$ cat config.mk
export PLATFORM = sky130hd
export DESIGN_NAME = acs_mod_unit
export DESIGN_NICKNAME = d
export VERILOG_FILES = /design/src/hdl/acs_pkg.sv /design/src/hdl/acs_mod_unit.sv
export SDC_FILE = /design/constraint.sdc
export NUM_CORES = 1
export LEC_CHECK = 0
export ABC_AREA = 0
export BUFFER_PORTS_ARGS = -buffer_cell sky130_fd_sc_hd__clkbuf_2
export CORE_MARGIN = 10
export CORE_UTILIZATION = 46
export CTS_CLUSTER_DIAMETER = 100
export DETAILED_ROUTE_END_ITERATION = 10
export PLACE_DENSITY = 0.67
export SYNTH_ARGS = -nofsm -noshare
export SYNTH_HDL_FRONTEND = slang
export SYNTH_SLANG_ARGS = --single-unit
$ cat constraint.sdc
create_clock -name i_clk -period 2.6 [get_ports i_clk]
set_input_delay 0.52 -clock i_clk [delete_from_list [all_inputs] [get_ports i_clk]]
set_output_delay 0.52 -clock i_clk [all_outputs]
set_load 0.05 [all_outputs]
$ cat src/hdl/acs_pkg.sv
package acs_pkg;

    localparam int DEFAULT_STORE_DEPTH = 1024;
    localparam int DEFAULT_WORD_BITS   = 32;

    localparam int DRAW_BITS  = 32;
    localparam int CNT_BITS   = $clog2(DRAW_BITS + 1);
    localparam int DATA_BITS  = 32;
    localparam int INDEX_BITS = 10;

    localparam logic [DRAW_BITS-1:0] SEED_RESET = DRAW_BITS'(1);

    localparam logic OP_LOAD = 1'b0;
    localparam logic OP_READ = 1'b1;

    typedef struct packed {
        logic busy;
        logic done;
    } t_div_stat;

    function automatic logic [DRAW_BITS-1:0] xorshift_next(input logic [DRAW_BITS-1:0] x);
        logic [DRAW_BITS-1:0] a;
        logic [DRAW_BITS-1:0] b;
        logic [DRAW_BITS-1:0] c;
        a = x ^ (x << 13);
        b = a ^ (a >> 17);
        c = b ^ (b << 5);
        return c;
    endfunction

endpackage

$ cat src/hdl/acs_mod_unit.sv
module acs_mod_unit #(
    parameter int DIV_BITS = 10
) (
    input  logic                               i_clk,
    input  logic                               i_rst_n,
    input  logic                               i_start,
    input  logic [acs_pkg::DRAW_BITS-1:0]      i_dividend,
    input  logic [DIV_BITS-1:0]                i_divisor,
    output acs_pkg::t_div_stat                 o_stat,
    output logic [DIV_BITS-1:0]                o_remainder
);

    logic [acs_pkg::DRAW_BITS-1:0] r_quot;
    logic [acs_pkg::DRAW_BITS-1:0] n_quot;
    logic [DIV_BITS-1:0]           r_rem;
    logic [DIV_BITS-1:0]           n_rem;
    logic [acs_pkg::CNT_BITS-1:0]  r_cnt;
    logic [acs_pkg::CNT_BITS-1:0]  n_cnt;
    logic                          r_busy;
    logic                          n_busy;
    logic                          r_done;
    logic                          n_done;
    logic [DIV_BITS:0]             trial;
    logic [DIV_BITS:0]             diff;

    assign trial = {r_rem, r_quot[acs_pkg::DRAW_BITS-1]};
    assign diff  = trial - {1'b0, i_divisor};

    always_comb begin
        n_quot = r_quot;
        n_rem  = r_rem;
        n_cnt  = r_cnt;
        n_busy = r_busy;
        n_done = 1'b0;
        if (i_start) begin
            n_quot = i_dividend;
            n_rem  = '0;
            n_cnt  = acs_pkg::CNT_BITS'(acs_pkg::DRAW_BITS);
            n_busy = 1'b1;
        end else if (r_busy) begin
            n_quot = {r_quot[acs_pkg::DRAW_BITS-2:0], 1'b0};
            if (trial >= {1'b0, i_divisor}) begin
                n_rem = diff[DIV_BITS-1:0];
            end else begin
                n_rem = trial[DIV_BITS-1:0];
            end
            n_cnt = r_cnt - acs_pkg::CNT_BITS'(1);
            if (r_cnt == acs_pkg::CNT_BITS'(1)) begin
                n_busy = 1'b0;
                n_done = 1'b1;
            end
        end
    end

    always_ff @(posedge i_clk) begin
        r_quot <= n_quot;
        r_rem  <= n_rem;
        if (!i_rst_n) begin
            r_cnt  <= '0;
            r_busy <= 1'b0;
            r_done <= 1'b0;
        end else begin
            r_cnt  <= n_cnt;
            r_busy <= n_busy;
            r_done <= n_done;
        end
    end

    assign o_stat.busy = r_busy;
    assign o_stat.done = r_done;
    assign o_remainder = r_rem;

endmodule

Word level (Yosys, flattened, before mapping). Index checks and enable logic that the tools add are counted.

Add/sub/neg operators: 2. $lt $le $gt $ge: 1. Eq/ne operators: 1. Mux-type cells: 9. Bitwise operators: 2. Reductions and logical operators: 3.

Operator list (number): 2-to-1 mux 32 bit (2); 2-to-1 mux 6 bit (2); greater-or-equal comparator 11 x 10 -> 1 bit (1); 2-to-1 mux 10 bit (1); subtractor 10 bit (1); == test 6 x 1 -> 1 bit, second input constant (1); subtractor 6 x 1 -> 6 bit, second input constant (1); 2-to-1 mux 1 bit (4); OR reduction 3 bit (1); inverter 1 bit (2); nonzero test 2 bit (1); OR reduction 2 bit (1).

Register bits after elaboration: 50. Bits of input ports: 45. Output and inout bits: 12. Word-level logic and storage cells: 24.

Longest topological paths before layout.
Word-level depth: 4. Mapped depth: 9. Gate-level depth less buffers: 9.

Worst setup path before layout. No wires, ideal clock.

Path kind: flip-flop to flip-flop. Start point: reg r_rem[7] (netlist: o_remainder[7]). End point: reg r_rem[2] (netlist: o_remainder[2]). Library setup time: 0.122 ns. Arrival time: 2.351 ns. Data required time: 2.478 ns. Path slack: 0.127 ns. Stages on the path, launching flop included: 8. Path buffers: 1. Period minus slack after synthesis: 2.473 ns. Path through: dfxtp_1 ha_1 a21oi_2 nor2b_1 or4_4 or2_1 buf_6 a221o_1.

Cells in the longest elaborated chain, start to end: 2.

Ends and longest elaborated chain: from (decl) (line acs_mod_unit.sv:15) `logic [DIV_BITS-1:0] r_rem;`; from (signal assigned) (line acs_mod_unit.sv:57) `r_rem <= n_rem;`; greater-or-equal comparator 11 x 10 -> 1 bit (line acs_mod_unit.sv:42) `if (trial >= {1'b0, i_divisor}) begin`; 2-to-1 mux 10 bit (line acs_mod_unit.sv:42).

Every way passes these cells. A chain may end at the register's enable or synchronous reset.

Worst setup path in the final report.
Start point: reg r_quot[31] (netlist name). End point: reg r_rem[8] (netlist: o_remainder[8]).

Cells in the longest elaborated chain, start to end: 2. Elaborated cells on any way between the ends: 3. Classes of those cells: add/sub: 1; order compare: 1; mux: 1.

Ends and longest elaborated chain: from (decl) (line acs_mod_unit.sv:13) `logic [acs_pkg::DRAW_BITS-1:0] r_quot;`; from (signal assigned) (line acs_mod_unit.sv:56) `r_quot <= n_quot;`; subtractor 10 bit / greater-or-equal comparator 11 x 10 -> 1 bit (equally long branches) (line acs_mod_unit.sv:27, acs_mod_unit.sv:42); 2-to-1 mux 10 bit * (line acs_mod_unit.sv:42).

Mark *: on every way between the ends. The rest lies on a longest branch, timed or not.

==> impl_results.md <==
- Setup Crit Path Kind: flop to flop
- Crit path DAT: 2.39 ns
- Post-synthesis xor/xnor area fraction: 2.956%
- Synth Instances: 237
- Area of the mapped netlist: 2666 µm²
- Die H: 96.14 µm
- Flop2flop setup slack: 0.40 ns
- EDFF count, synth: 32
- Critical R2R Launch: r_quot[31]$_DFFE_PP_
- Worst-margin pin slew: 0.4314 ns
- # nets final: 353
- Clock Path Buffers: 2
- CTS tree: built
- Number of I/O pins: 57
- Multiplexer area fraction after synthesis: 13.47%
- Average size of a mapped cell: 11.25 µm²
- Max cap viols: 0
- HPWL Detailed: 4.071 mm
- Syn_nets: 295
- H-Tree Depth: 2
- Clock Tree Root: clkbuf_8
- Critical hold path startpoint: i_rst_n
- Period utilisation layout: 84.80%
- Core Area: 5574 µm²
- Max IR drop VDD: 0.3836 mV
- Post-Synth Simple-Gate Area: 11.26%
- Number of global-route vias before repair: 1889
- Req. time, crit path: 2.79 ns
- Rel. slew slack: 71.21%
- Area grow syn2layout: 17.46%
- Most common cell after layout, fill and taps aside: clkbuf_2
- Die area: 9242 µm²
- Final Setup Violations: 0
- Worst Setup End Kind: flop
- Number of synthesized register bits: 50
- Hold Path Stages: 2
- Async set-reset flop share out of synthesis: 0%
- Initial antenna violation count: 0
- Final min period: 2.205 ns
- Adder-cell share of the synthesized area: 6.382%
- Final Hold Fails: 0
- Cts bufs inserted: 5
- Routability cong.: 0.8735
- Worst Skew: 0.007099 ns
- WL final: 5.314 mm
- RSZ-0062 raised after global routing: false
- R2r endpoint: o_remainder[8]$_SDFFE_PP0P_
- Pins Over Slew Limit: 0
- DRT iter0 DRCs: 107
- Residual DRC: 0
- Run status: finished, final reports clean
- Critical Path Start: r_quot[31]$_DFFE_PP_
- Hold_ws: 0.4543 ns
- Final std cells w/o fill: 368
- Clk sinks: 50
- Fmax: 453.5 MHz
- FP Rows: 27
- First-pass GRT wire length: 8.583 mm
- Worst setup SP type: flop
- Share of post-route cells with drive strength above 1: 36.82%
- P_leak: 1.325 nW
- Setup TNS: 0 ns
- Synth Area in Compound Gates: 11.83%
- Largest family of logic cells by synthesized area: multiplexers
- Synth Warn #: 0
- Library cells used by synthesis: 47
- Worst-skew pair later-pin latency: 0.30 ns
- Post-route ant nets: 0
- Vias: 1932
- Commonest non-fill, non-tap cells in the layout: clkbuf_2 (56), edfxtp_1 (32), mux2_2 (31), nor2_1 (28), dfxtp_1 (18)
- DRT Pass-1 Iters: 4
- # fillers: 533
- Power per Cell Area: 597.9 nW/µm²
- Die Wd: 96.14 µm
- Worst-case hold path end point: r_cnt[5]$_SDFFE_PN0P_
- R2R depth: 9
- GR Overflow Total: 0
- Tot GR Track Use: 11.66%
- CTS resizes: 0
- Main flop type after synthesis: edfxtp_1
- Drt wl/cell: 14.44 µm
- CP max FO: 2
- CTS clock-pin slew for the worst setup and hold paths: 0.09 ns
- Placed Cells: 360
- Seq/Total Area, Yosys: 49.55%
- Initial core utilization: 47.83%
- Port-buffer cells: 56
- Postcts setup bufs: 0
- Vias per Instance: 5.250
- Diodes inserted: 0
- Cts hold-fix bufs: 0
- Pin count of the biggest net entering global routing: 33
- HP Class: input port to flop
[stage by stage]
stage | utilization [%] | instance area (µm²) | worst slack, ns | power (mW)
2_1_floorplan | - | 2666 | 0.1268 | 1.302
3_3_place_gp | 54.39 | 3032 | 0.1643 | 1.411
3_5_place_dp | 54.39 | 3032 | 0.1413 | 1.416
4_1_cts | 56.18 | 3132 | 0.3795 | 1.897
5_1_grt | 56.18 | 3132 | 0.2613 | 1.975
6_report | 56.18 | 3132 | 0.3951 | 1.872
[where the power goes]
group / internal (mW) / switching, mW
Sequential: 0.932 / 0.0388
Combinational: 0.188 / 0.239
Clock: 0.219 / 0.256
Total: 1.34 / 0.534
[critical path, stage by stage (launching register included)]
cell and delay (ns):
edfxtp_1 0.40, inv_1 0.07, ha_1 0.15, inv_1 0.05, fa_1 0.40, a211oi_1 0.28, nor3b_1 0.12, o31ai_1 0.34
xor2_1 0.19, o21ai_0 0.10
[worst max path at each step]
stage	end	depth (start not counted)
4_1_cts	o_remainder[8]$_SDFFE_PP0P_	9
6_report	o_remainder[8]$_SDFFE_PP0P_	9
2_1_floorplan	o_remainder[2]$_SDFFE_PP0P_	7
3_3_place_gp	o_remainder[2]$_SDFFE_PP0P_	8
5_1_grt	o_remainder[6]$_SDFFE_PP0P_	10
3_5_place_dp	o_remainder[2]$_SDFFE_PP0P_	8
[registers in the layout, indices dropped and copies added, names as in the netlist]
name / cells
r_cnt: 6
r_busy: 1
o_remainder: 10
r_quot: 32
r_done: 1
[cell type report]
| cell class | instances | area [µm²] | share of cell area (%) |
|---|---|---|---|
| Clock inverter | 2 | 17.52 | 0.5593 |
| Clock buffer | 6 | 82.58 | 2.637 |
| Sequential cell | 50 | 1321 | 42.19 |
| Tap cell | 72 | 90.09 | 2.877 |
| Multi-Input combinational cell | 159 | 1224 | 39.07 |
| Inverter | 15 | 56.30 | 1.798 |
| Timing Repair Buffer | 64 | 340.3 | 10.87 |
[routing by layer]
metal | GRT usage [%] | wire (µm)
met1 | 14.67 | 2419
met4 | 3.686 | 45
met3 | 4.280 | 436
met5 | 0 | 0
met2 | 18.16 | 2413
[cell usage after synthesis, types with 4 or more instances]
cell type,count,area [µm²]
edfxtp_1,32,960.9
mux2_2,31,349.1
nor2_1,28,105.1
dfxtp_1,18,360.4
inv_1,15,56.30
ha_1,12,150.1
nand2_1,9,33.78
clkbuf_1,7,26.28
nor3_1,7,35.03
a21oi_1,6,30.03
xnor2_1,6,52.55
o21ai_0,5,25.02
nand2b_1,4,25.02
o21a_1,4,30.03
[cells by family after synthesis]
group / count (synthesis)
muxes: 32
buffers and inverters: 28
DFF: 50
xor gates and xnor gates: 9
and+or+nand+nor: 63
adders and majority gates: 13
AOI/OAI and AO/OA: 42
(Power assumes the default switching activity.)
